$ cat config.mk
export PLATFORM = sky130hd
export DESIGN_NAME = neighbor_table_aging
export DESIGN_NICKNAME = d
export VERILOG_FILES = /design/src/hw/rtl/ntage_pkg.sv /design/src/hw/rtl/ntage_ctrl.sv /design/src/hw/rtl/ntage_dpath.sv /design/src/hw/rtl/neighbor_table_aging.sv
export SDC_FILE = /design/constraint.sdc
export NUM_CORES = 2
export LEC_CHECK = 0
export ABC_AREA = 1
export ABC_CLOCK_PERIOD_IN_PS = 18450
export BUFFER_PORTS_ARGS = -buffer_cell sky130_fd_sc_hd__buf_2
export CORE_MARGIN = 2
export CORE_UTILIZATION = 45
export DETAILED_ROUTE_END_ITERATION = 8
export GPL_ROUTABILITY_DRIVEN = 1
export SYNTH_ARGS = -nofsm -noshare
export SYNTH_HDL_FRONTEND = slang
export SYNTH_SLANG_ARGS = --single-unit
$ cat constraint.sdc
create_clock -name clk_i -period 18.45 [get_ports clk_i]
set_input_delay 0.9225 -clock clk_i [delete_from_list [all_inputs] [get_ports clk_i]]
set_output_delay 0.9225 -clock clk_i [all_outputs]
set_load 0.01 [all_outputs]
$ cat src/hw/rtl/ntage_pkg.sv
// ntage_pkg: request/response word types, request and outcome codes,
// controller-to-datapath command and datapath status structs for the neighbor table
// no dependencies

package ntage_pkg;

  // request codes
  localparam logic [1:0] REQ_HEARD = 2'd0;
  localparam logic [1:0] REQ_PRUNE = 2'd1;
  localparam logic [1:0] REQ_FIND  = 2'd2;

  // outcome codes
  localparam logic [1:0] OUT_UPDATED  = 2'd0;
  localparam logic [1:0] OUT_INSERTED = 2'd1;
  localparam logic [1:0] OUT_REPLACED = 2'd2;
  localparam logic [1:0] OUT_NONE     = 2'd3;

  // fixed field widths
  localparam int unsigned SLOT_W    = 4;
  localparam int unsigned COUNT_W   = 5;
  localparam logic [31:0] COUNT_MAX = 32'd31;

  // timeout register reset value and register decode
  localparam logic [31:0] TIMEOUT_RST  = 32'd30000;
  localparam int unsigned APB_ADDR_W   = 3;
  localparam logic        REG_TIMEOUT  = 1'b0;

  // input word
  typedef struct packed {
    logic [1:0]  req_type;
    logic [47:0] mac;
    logic [7:0]  node_id;
    logic [31:0] now_ms;
  } ntage_req_t;

  // result word
  typedef struct packed {
    logic         found;
    logic [3:0]   slot;
    logic [7:0]   found_node;
    logic [31:0]  found_time;
    logic [1:0]   outcome;
    logic [4:0]   pruned_count;
    logic [4:0]   active_count;
  } ntage_rsp_t;

  // controller commands
  typedef struct packed {
    logic load;
    logic issue;
    logic commit;
  } ntage_cmd_t;

  // datapath status
  typedef struct packed {
    logic last;
  } ntage_sts_t;

  // saturate a count to the 5-bit result field
  function automatic logic [COUNT_W-1:0] sat_count(input logic [31:0] v);
    logic [COUNT_W-1:0] r;
    if (v > COUNT_MAX) begin
      r = COUNT_MAX[COUNT_W-1:0];
    end else begin
      r = v[COUNT_W-1:0];
    end
    return r;
  endfunction

endpackage

$ cat src/hw/rtl/ntage_ctrl.sv
// ntage_ctrl: sequencer for one request: load, scan of all entries,
// pipeline flush, commit and result strobe
// depends on ntage_pkg

module ntage_ctrl (
  input  logic                  clk_i,
  input  logic                  rst_ni,
  input  logic                  start_i,
  input  ntage_pkg::ntage_sts_t sts_i,
  output ntage_pkg::ntage_cmd_t cmd_o,
  output logic                  busy_o,
  output logic                  done_o
);
  import ntage_pkg::*;

  typedef enum logic [1:0] {
    S_IDLE,
    S_SCAN,
    S_FLUSH,
    S_COMMIT
  } state_e;

  state_e state_q;
  logic   busy_q;
  logic   done_q;

  // commands follow the state
  always_comb begin
    cmd_o.load   = (state_q == S_IDLE) && start_i;
    cmd_o.issue  = (state_q == S_SCAN);
    cmd_o.commit = (state_q == S_COMMIT);
  end

  // state and registered outputs
  always_ff @(posedge clk_i or negedge rst_ni) begin
    if (!rst_ni) begin
      state_q <= S_IDLE;
      busy_q  <= 1'b0;
      done_q  <= 1'b0;
    end else begin
      done_q <= 1'b0;
      unique case (state_q)
        S_IDLE: begin
          if (start_i) begin
            state_q <= S_SCAN;
            busy_q  <= 1'b1;
          end
        end
        S_SCAN: begin
          if (sts_i.last) begin
            state_q <= S_FLUSH;
          end
        end
        S_FLUSH: begin
          state_q <= S_COMMIT;
        end
        S_COMMIT: begin
          state_q <= S_IDLE;
          busy_q  <= 1'b0;
          done_q  <= 1'b1;
        end
        default: begin
          state_q <= S_IDLE;
          busy_q  <= 1'b0;
        end
      endcase
    end
  end

  assign busy_o = busy_q;
  assign done_o = done_q;

`ifndef SYNTHESIS
  a_start_scans: assert property (@(posedge clk_i) disable iff (!rst_ni)
    (state_q == S_IDLE && start_i) |=> (state_q == S_SCAN && busy_q))
    else $error("accepted request did not start a scan");

  a_done_after_commit: assert property (@(posedge clk_i) disable iff (!rst_ni)
    done_q |-> ($past(state_q) == S_COMMIT))
    else $error("result strobe without a commit");

  a_flush_after_last: assert property (@(posedge clk_i) disable iff (!rst_ni)
    (state_q == S_FLUSH) |-> ($past(state_q) == S_SCAN && $past(sts_i.last)))
    else $error("flush entered before the last entry was read");
`endif

endmodule

$ cat src/hw/rtl/ntage_dpath.sv
// ntage_dpath: entry memories, valid bits, active count, scan pipeline
// with match / free / oldest search, prune aging and result register
// depends on ntage_pkg

module ntage_dpath #(
  parameter int unsigned DEPTH = 16
) (
  input  logic                  clk_i,
  input  logic                  rst_ni,
  input  ntage_pkg::ntage_cmd_t cmd_i,
  output ntage_pkg::ntage_sts_t sts_o,
  input  ntage_pkg::ntage_req_t req_i,
  input  logic [31:0]           timeout_i,
  output ntage_pkg::ntage_rsp_t rsp_o
);
  import ntage_pkg::*;

  localparam int unsigned IDX_W = (DEPTH > 1) ? $clog2(DEPTH) : 1;
  localparam int unsigned CNT_W = $clog2(DEPTH + 1);
  localparam logic [IDX_W-1:0] IDX_LAST = IDX_W'(DEPTH - 1);

  // entry storage
  logic [47:0] mac_mem  [DEPTH];
  logic [7:0]  node_mem [DEPTH];
  logic [31:0] time_mem [DEPTH];

  // control state
  logic [DEPTH-1:0] valid_q;
  logic [CNT_W-1:0] cnt_q, cnt_d;
  logic [CNT_W-1:0] pruned_q;
  logic [IDX_W-1:0] idx_q;
  logic             rd_vld_q;
  logic             hit_q, free_q;

  // payload registers
  ntage_req_t       req_q;
  logic [IDX_W-1:0] rd_idx_q;
  logic [47:0]      rd_mac_q;
  logic [7:0]       rd_node_q;
  logic [31:0]      rd_time_q;
  logic [IDX_W-1:0] hit_idx_q, free_idx_q, min_idx_q;
  logic [7:0]       hit_node_q;
  logic [31:0]      hit_time_q, min_time_q;
  ntage_rsp_t       rsp_q, rsp_d;

  logic             is_heard, is_prune, is_find;
  logic             ent_valid, mac_eq, aged;
  logic [31:0]      age;
  logic             hit_now, free_now, min_upd, prune_now;
  logic             wr_en, wr_new, ins_free;
  logic [IDX_W-1:0] wr_idx;

  assign sts_o.last = (idx_q == IDX_LAST);

  // request decode
  assign is_heard = (req_q.req_type == REQ_HEARD);
  assign is_prune = (req_q.req_type == REQ_PRUNE);
  assign is_find  = (req_q.req_type == REQ_FIND);

  // compare stage on the registered read word
  always_comb begin
    ent_valid = valid_q[rd_idx_q];
    mac_eq    = (rd_mac_q == req_q.mac);
    age       = req_q.now_ms - rd_time_q;
    aged      = (age > timeout_i);
    hit_now   = rd_vld_q && ent_valid && mac_eq && !hit_q && (is_heard || is_find);
    free_now  = rd_vld_q && !ent_valid && !free_q;
    min_upd   = rd_vld_q && ((rd_idx_q == '0) || (rd_time_q < min_time_q));
    prune_now = rd_vld_q && is_prune && ent_valid && aged;
  end

  // commit: refresh a hit, else fill the first free slot, else the oldest
  always_comb begin
    wr_en    = cmd_i.commit && is_heard;
    wr_new   = wr_en && !hit_q;
    ins_free = wr_new && free_q;
    if (hit_q) begin
      wr_idx = hit_idx_q;
    end else if (free_q) begin
      wr_idx = free_idx_q;
    end else begin
      wr_idx = min_idx_q;
    end
  end

  // active count follows set and clear of valid bits
  always_comb begin
    cnt_d = cnt_q;
    if (prune_now) begin
      cnt_d = cnt_q - CNT_W'(1);
    end else if (ins_free) begin
      cnt_d = cnt_q + CNT_W'(1);
    end
  end

  // result word
  always_comb begin
    rsp_d              = '0;
    rsp_d.outcome      = OUT_NONE;
    rsp_d.pruned_count = sat_count(32'(pruned_q));
    rsp_d.active_count = sat_count(32'(cnt_d));
    if (is_heard) begin
      rsp_d.slot = SLOT_W'(wr_idx);
      if (hit_q) begin
        rsp_d.found      = 1'b1;
        rsp_d.found_node = req_q.node_id;
        rsp_d.found_time = req_q.now_ms;
        rsp_d.outcome    = OUT_UPDATED;
      end else if (free_q) begin
        rsp_d.outcome = OUT_INSERTED;
      end else begin
        rsp_d.outcome = OUT_REPLACED;
      end
    end else if (is_find && hit_q) begin
      rsp_d.found      = 1'b1;
      rsp_d.slot       = SLOT_W'(hit_idx_q);
      rsp_d.found_node = hit_node_q;
      rsp_d.found_time = hit_time_q;
    end
  end

  // control registers
  always_ff @(posedge clk_i or negedge rst_ni) begin
    if (!rst_ni) begin
      valid_q  <= '0;
      cnt_q    <= '0;
      pruned_q <= '0;
      idx_q    <= '0;
      rd_vld_q <= 1'b0;
      hit_q    <= 1'b0;
      free_q   <= 1'b0;
    end else begin
      rd_vld_q <= cmd_i.issue;
      cnt_q    <= cnt_d;
      if (cmd_i.load) begin
        idx_q    <= '0;
        pruned_q <= '0;
        hit_q    <= 1'b0;
        free_q   <= 1'b0;
      end else begin
        if (cmd_i.issue) begin
          idx_q <= idx_q + IDX_W'(1);
        end
        if (hit_now) begin
          hit_q <= 1'b1;
        end
        if (free_now) begin
          free_q <= 1'b1;
        end
        if (prune_now) begin
          valid_q[rd_idx_q] <= 1'b0;
          pruned_q          <= pruned_q + CNT_W'(1);
        end
        if (ins_free) begin
          valid_q[free_idx_q] <= 1'b1;
        end
      end
    end
  end

  // request and search payload
  always_ff @(posedge clk_i) begin
    rd_idx_q <= idx_q;
    if (cmd_i.load) begin
      req_q <= req_i;
    end
    if (hit_now) begin
      hit_idx_q  <= rd_idx_q;
      hit_node_q <= rd_node_q;
      hit_time_q <= rd_time_q;
    end
    if (free_now) begin
      free_idx_q <= rd_idx_q;
    end
    if (min_upd) begin
      min_idx_q  <= rd_idx_q;
      min_time_q <= rd_time_q;
    end
    if (cmd_i.commit) begin
      rsp_q <= rsp_d;
    end
  end

  // memory read port, registered
  always_ff @(posedge clk_i) begin
    rd_mac_q  <= mac_mem[idx_q];
    rd_node_q <= node_mem[idx_q];
    rd_time_q <= time_mem[idx_q];
  end

  // memory write port
  always_ff @(posedge clk_i) begin
    if (wr_en) begin
      node_mem[wr_idx] <= req_q.node_id;
      time_mem[wr_idx] <= req_q.now_ms;
    end
    if (wr_new) begin
      mac_mem[wr_idx] <= req_q.mac;
    end
  end

  assign rsp_o = rsp_q;

`ifndef SYNTHESIS
  a_count_matches_valid: assert property (@(posedge clk_i) disable iff (!rst_ni)
    32'($countones(valid_q)) == 32'(cnt_q))
    else $error("active count out of step with valid bits");

  a_found_only_update: assert property (@(posedge clk_i) disable iff (!rst_ni)
    cmd_i.commit |=> !(rsp_q.found &&
                       (rsp_q.outcome == OUT_INSERTED || rsp_q.outcome == OUT_REPLACED)))
    else $error("found flagged on an insert or replace");

  a_insert_sets_valid: assert property (@(posedge clk_i) disable iff (!rst_ni)
    ins_free |=> valid_q[$past(free_idx_q)])
    else $error("insert into a free slot left it invalid");
`endif

endmodule

$ cat src/hw/rtl/neighbor_table_aging.sv
// neighbor_table_aging: top level, apb timeout register, controller and datapath
// depends on ntage_pkg, ntage_ctrl, ntage_dpath
//
//  channel  | handshake                  | word
//  ---------+----------------------------+--------------------------------
//  request  | start_i, busy_o            | req_i  (req_type, mac, node_id, now_ms)
//  result   | done_o (one-cycle strobe)  | rsp_o  (found ... active_count)
//  config   | psel/penable/pwrite/pready | paddr, pwdata, prdata (timeout_ms at 0x0)
//
// a request scans every entry through the single read port of the entry memory,
// then flushes the read register and commits
// a new request can be accepted in the cycle that carries the result strobe
// reset clears all valid bits and the count at once, timeout_ms returns to 30000
// the receiver cannot stall; the receiver is to treat the result word as valid only
// while done_o is high; the block itself does not enforce this, rsp_o holds

module neighbor_table_aging #(
  parameter int unsigned TABLE_DEPTH = 16
) (
  input  logic                                   clk_i,
  input  logic                                   rst_ni,
  input  logic                                   start_i,
  input  ntage_pkg::ntage_req_t                  req_i,
  output logic                                   busy_o,
  output logic                                   done_o,
  output ntage_pkg::ntage_rsp_t                  rsp_o,
  input  logic                                   psel,
  input  logic                                   penable,
  input  logic                                   pwrite,
  input  logic [ntage_pkg::APB_ADDR_W-1:0]       paddr,
  input  logic [31:0]                            pwdata,
  output logic [31:0]                            prdata,
  output logic                                   pready
);
  import ntage_pkg::*;

  logic [31:0] timeout_q;
  logic        reg_wr;
  ntage_cmd_t  cmd;
  ntage_sts_t  sts;

  // apb register access
  assign pready = 1'b1;
  assign reg_wr = psel && penable && pwrite && (paddr[APB_ADDR_W-1] == REG_TIMEOUT);
  assign prdata = (paddr[APB_ADDR_W-1] == REG_TIMEOUT) ? timeout_q : '0;

  always_ff @(posedge clk_i or negedge rst_ni) begin
    if (!rst_ni) begin
      timeout_q <= TIMEOUT_RST;
    end else if (reg_wr) begin
      timeout_q <= pwdata;
    end
  end

  // sequencer
  ntage_ctrl u_ctrl (
    .clk_i   (clk_i),
    .rst_ni  (rst_ni),
    .start_i (start_i),
    .sts_i   (sts),
    .cmd_o   (cmd),
    .busy_o  (busy_o),
    .done_o  (done_o)
  );

  // table and search logic
  ntage_dpath #(
    .DEPTH (TABLE_DEPTH)
  ) u_dpath (
    .clk_i     (clk_i),
    .rst_ni    (rst_ni),
    .cmd_i     (cmd),
    .sts_o     (sts),
    .req_i     (req_i),
    .timeout_i (timeout_q),
    .rsp_o     (rsp_o)
  );

endmodule
======== Yosys cells after proc, flatten, opt, wreduce, memory -nomap -nowiden ========
Memories as Yosys holds them, arrays and structs flattened. A register that Yosys moved wholly into a read port is not among the register bits.
Cells that the tools add are included.
cells by class
  add/sub/neg operators ................... 5
  magnitude comparators ................... 6
  equality and inequality tests ........... 9
  muxes and demuxes ....................... 38
  bitwise operators ....................... 4
  reductions and logical operators ........ 35
operator list
  cell                 count
  $mux 45              2
  $eq 48x48->1         1
  $mux 16              3
  $mux 40              1
  $gt 32x32->1         1
  $lt 32x32->1         1
  $mux 32              1
  $sub 32x32->32       1
  $logic_and 1x1->1    20
  $mux 5               4
  $and 16x16->16       1
  $mux 4               4
  $not 16->16          1
  $or 16x16->16        1
  $mux 1               14
  $add 5x1->5 const B  2
  $lt 4x5->1 const B   2
  $reduce_bool 2->1    5
  $demux 1 s4          2
  $ge 4x1->1 const B   2
  $mux 2               4
  $pmux 2 s4           1
  $eq 2x2->1 const B   3
  $sub 5x1->5 const B  1
  other kinds (12)     19
word-level totals
  register bits ........................... 304
  RAM bits ................................ 1,408
  input bits .............................. 131
  output and inout bits ................... 92
  word-level logic and storage cells ...... 129
  memories kept ........................... 3
memories
  memory            depth  width  read ports  clocked after memory_dff  write ports  line               RTL
  u_dpath.mac_mem   16     48     1           1                         1            ntage_dpath.sv:23  logic [47:0] mac_mem [DEPTH];
  u_dpath.time_mem  16     32     1           1                         1            ntage_dpath.sv:25  logic [31:0] time_mem [DEPTH];
  u_dpath.node_mem  16     8      1           1                         1            ntage_dpath.sv:24  logic [7:0] node_mem [DEPTH];

======== Depth between registers and ports, before layout ========
  depth in word-level cells ............... 10
  gate-level depth with buffers ........... 26
  depth with buffers taken out ............ 26

======== Modules after synthesis ========
Synthesis repeated with hierarchy kept, for this count alone.
unflattened totals
  cells, all modules ...................... 5,657
  area total of the unflattened synthesis .. 71,761.3 um^2
by module, submodules not included
  module                times used  cells an instance  area each (um^2)  sequential area each (um^2)
  ntage_dpath           1           5,414              69,922.1          51,884.8
  neighbor_table_aging  1           212                1,595.3           809.5
  ntage_ctrl            1           31                 244.0             100.1

======== Worst setup path before layout ========
OpenSTA, ideal clock, no wires.
  path kind ............................... register -> register
  from .................................... register u_ctrl.state_q[0]
  to ...................................... memory u_dpath.mac_mem[4][0], enable pin
  setup time .............................. 0.513 ns
  data arrival time ....................... 5.847 ns
  data required time ...................... 17.937 ns
  setup slack ............................. 12.090 ns
  cell stages (with the launch flop) ...... 6
  buffers on the path ..................... 0
  path through ............................ dfrtp_1 ha_1 inv_1 nor2_4 nand3_1 nor3_1
RTL lines
  item                    line               RTL
  start, declared         ntage_ctrl.sv:23   state_e state_q;
  start signal, assigned  ntage_ctrl.sv:37   state_q <= S_IDLE;
  start signal, assigned  ntage_ctrl.sv:45   state_q <= S_SCAN;
  start signal, assigned  ntage_ctrl.sv:51   state_q <= S_FLUSH;
  end, declared           ntage_dpath.sv:23

======== Worst setup path after layout ========
  from .................................... register u_dpath.req_q[2] (netlist bit)
  to ...................................... register u_dpath.rsp_q, in the netlist u_dpath.rsp_o[3], data pin
between the ends
  cells in the longest elaborated chain, start to end .. 4
RTL lines
  item                        line                RTL
  start, declared             ntage_dpath.sv:36   ntage_req_t req_q;
  start signal, assigned      ntage_dpath.sv:165  req_q <= req_i;
  $sub 32x32->32              ntage_dpath.sv:64   age = req_q.now_ms - rd_time_q;
  $gt 32x32->1                ntage_dpath.sv:65   aged = (age > timeout_i);
  $logic_and 1x1->1           ntage_dpath.sv:69   prune_now = rd_vld_q && is_prune && ent_valid && aged;
  $mux 5                      ntage_dpath.sv:89   if (prune_now) begin
  named net u_dpath.cnt_d[3]  ntage_dpath.sv:29   logic [CNT_W-1:0] cnt_q, cnt_d;
  end signal, assigned        ntage_dpath.sv:180  rsp_q <= rsp_d;
  end, declared               ntage_dpath.sv:44   ntage_rsp_t rsp_q, rsp_d;
The timed path passes the listed nets, and every way through them passes these cells.
A chain may end at the register's enable or synchronous reset.

==> run summary <==
Outcome = completed
Die Wd = 403 µm
Clk Latency, worst-skew pair = 810 ps
Initial antenna violation count = 4
Slew margin rel. = 25.5%
Post-synth EDFFs = 1639
Clock power frac = 28.9%
Top-count cell post-synth = edfxtp_1
Period utilization = 29.7%
H-tree levels = 4
Fin Setup TNS = 0 ps
Most frequent CP cell = nand2_1
GR Overflow Total = 0
Post-synthesis mux area share = 0%
Initial core utilization = 45.3%
Die Ht = 403 µm
First-pass GRT wire length = 279 mm
Pwr dens = 155 mW/mm²
Gr usage total = 22.9%
Slowest stage delay, CP = 800 ps
Finished Layout Cells = 8023
Commonest cells in the netlist = edfxtp_1, nor2_1, o21ai_0
CTS tree = built
Yosys cell types = 47
Critical Path RT = 19000 ps
Area Overhead vs Synth = 12.8%
Root buf cell = clkbuf_16
DR pass1 iterations = 6
Hold Vio Cnt, Final = 0
CTS Sinks = 1800
Detail Route Antenna Nets = 0
Core area = 0.158 mm²
First-iteration detailed-routing DRC count = 4401
Worst Path Max Fanout = 23
Post-CTS Setup Inserts = 0
Area share of the largest cell type after synthesis = 68.7%
Final wirelength = 188 mm
Worst min-delay path category = in -> async
Endpoints failing setup = 0
Register area share after synthesis = 73.7%
Dpl cells = 7683
Largest family of logic cells by synthesized area = compound AO/OA/AOI/OAI gates
Mapped cell area = 0.0716 mm²
Fill cells = 13600
Antenna diodes = 0
Pins over their slew limit = 0
Clk_skew = 34.5 ps
Final min period = 5480 ps
Worst hold slack = 73.4 ps
FFs w/ async S/R, synth = 3.83%
Highest clock rate = 183 MHz
Synth Area in XOR/XNOR = 0.575%
Total of max-cap violations = 0
Crit path DAT = 6020 ps
Least-Margin Pin Slew = 1120 ps
Flop pwr share = 42.5%
Via Count = 45300
Startpoint class of the critical path = flip-flop
Post-synth top flop = edfxtp_1
Post-CTS Hold Buffers = 0
Die area = 0.162 mm²
WS Path Type = reg -> reg
Adder-Cell Fraction of Synth Area = 1.81%
DR WL/cell = 23.5 µm
Layout cells sized above 1 = 10.8%
Crit path buffers/inverters = 1
Sw Pwr = 4400 µW
Synthesized area per cell = 12.7 µm²
Cell at the slowest stage of the critical path = edfxtp_1
Critical path cell sequence = ha_1 > a21oi_1 > nand2_1 > a21boi_0 > o21ai_0 > nand3_1 > nand2_1 > xor2_1 > ha_1 > nand2_1 > nor2_1 > and2_1 > nand3_1 > nor2_1 > nor3_4 > nand2_2 > inv_1 > nand2_1 > nand2_1
CTS max path bufs = 3
Boundary Pins = 223
Vias in the first global route = 43800
Synthesized net count = 5867
Largest net degree at the start of global routing = 239
Unrepaired setup endpoints after global routing = false
Final net count = 6029
Resized Gates After CTS = 0
Number of port buffers = 219
Placer Congestion = 0.844
Post-Synth Simple-Gate Area = 9.82%
CP Capture Type = flip-flop
Multi-input logic area = 0.0167 mm²
Synth area leaders = edfxtp_1, o21ai_0, nor2_1, dfxtp_1, nand2_1
Hpwl dp = 95.7 mm
Via-to-Cell Ratio = 5.64
Register clock-pin slew on the reported worst setup and hold paths = 60 ps
Maximum vdd drop = 0.168 mV
Logic pwr share = 28.6%
Largest delay share family, worst path = simple AND/OR/NAND/NOR gates
Syn Inst Count = 5633
Register area = 0.0528 mm²
Switching Fraction = 35.2%
Yosys top cell by area = edfxtp_1
FF+latch count, synth = 1800
P_leak = 0.0281 µW
Int Pwr = 8110 µW
Row Count = 146
Residual DRC = 0
Synth Area in Compound Gates = 10.8%
Synth warn = 0
TritonCTS buffer count = 182
==> path summary, 6_finish.rpt <==
kind	start	cells past startpoint	end	slack [ps]
setup reg to reg	u_dpath.req_q[2]	19	u_dpath.rsp_o[3]	12970
hold reg to reg	u_dpath.rd_node_q[6]	0	u_dpath.hit_node_q[6]	400
hold / removal	rst_ni	1	timeout_q[1]	70
max in group asynchronous	rst_ni	2	u_dpath.idx_q[1]	17400
setup / recovery	u_dpath.req_q[2]	19	u_dpath.rsp_o[3]	12970
min in group clk_i	req_i[26]	1	u_dpath.req_q[26]	290
==> power groups by stage <==
| stage | Sequential, µW | Clock, µW | Combinational (µW) |
|---|---|---|---|
| after floorplan | 5240 | 0 | 2490 |
| after global placement | 5380 | 0 | 3530 |
| after detailed placement | 5390 | 0 | 3580 |
| after CTS | 5310 | 3670 | 3600 |
| after global routing | 5360 | 3830 | 4010 |
| final | 5310 | 3620 | 3580 |
==> cells in the final DEF (no fill, tap or decap), drive strengths merged, types with 7 or more instances in the layout <==
master and count:
a21o 10, edfxtp 1639, nand3 234, o21a 7, dfrtp 62, nand4 35, o21bai 9, clkbuf 257
bufinv 8, o21ai 798, buf 289, inv 316, nor2 889, o22ai 216, dfstp 7, ha 102
or2 19, o211ai 40, nor3 47, nand2 489, xnor2 12, o221ai 140, dfxtp 92, xor2 35
a21oi 111, clkinv 62
==> state kept, by name, indices dropped and copies added, names as in the netlist, 5 cells and up <==
signal and count:
u_dpath.rd_node_q 8, u_dpath.hit_node_q 8, u_dpath.mac_mem 768, u_dpath.rd_mac_q 48
u_dpath.valid_q 16, u_dpath.time_mem 512, u_dpath.node_mem 128, timeout_q 32
u_dpath.rsp_o 57, u_dpath.min_time_q 32, u_dpath.cnt_q 5, u_dpath.hit_time_q 32
u_dpath.pruned_q 5, u_dpath.rd_time_q 32, u_dpath.req_q 90
==> worst register-to-register path, cell delays in order, from the launching register on <==
cell,delay (ps)
edfxtp_1,800
ha_1,410
a21oi_1,160
nand2_1,150
a21boi_0,480
o21ai_0,390
nand3_1,160
nand2_1,100
xor2_1,170
ha_1,310
nand2_1,60
nor2_1,110
and2_1,170
nand3_1,190
nor2_1,600
nor3_4,160
nand2_2,410
inv_1,250
nand2_1,110
nand2_1,70
==> metal layers <==
metal,vias to the layer above,routed length [µm],global-route usage [%]
li1,20900,-,-
met1,22600,80000,30.8
met2,1504,92400,38.7
met3,315,11200,3.16
met4,2,4670,6.72
met5,-,12,0
==> per-stage QoR <==
stage	util, %	setup slack (ps)	cell area [µm²]	total power (µW)
2_1_floorplan	-	12090	71700	7730
3_3_place_gp	47.4	12930	75000	8910
3_5_place_dp	47.4	12900	75000	8980
4_1_cts	51.1	12890	80800	12600
5_1_grt	51.1	12500	80800	13200
6_report	51.1	12970	80800	12500
==> cell families after synthesis <==
group	after synthesis
AND/OR/NAND/NOR	1722
AO/OA/AOI/OAI	1345
buffers and inverters	615
flip-flops	1800
other	1
adder cells (fa/ha/maj)	103
XOR/XNOR	47
==> final cells by class <==
cell class | instances | area share [%]
Sequential cell | 1800 | 65.3
Clock buffer | 257 | 6.34
Inverter | 304 | 1.45
Tap cell | 2072 | 3.21
Clock inverter | 83 | 0.927
Timing Repair Buffer | 289 | 2.07
Multi-Input combinational cell | 3218 | 20.7
Note: power is estimated with default switching activity, not from simulation.
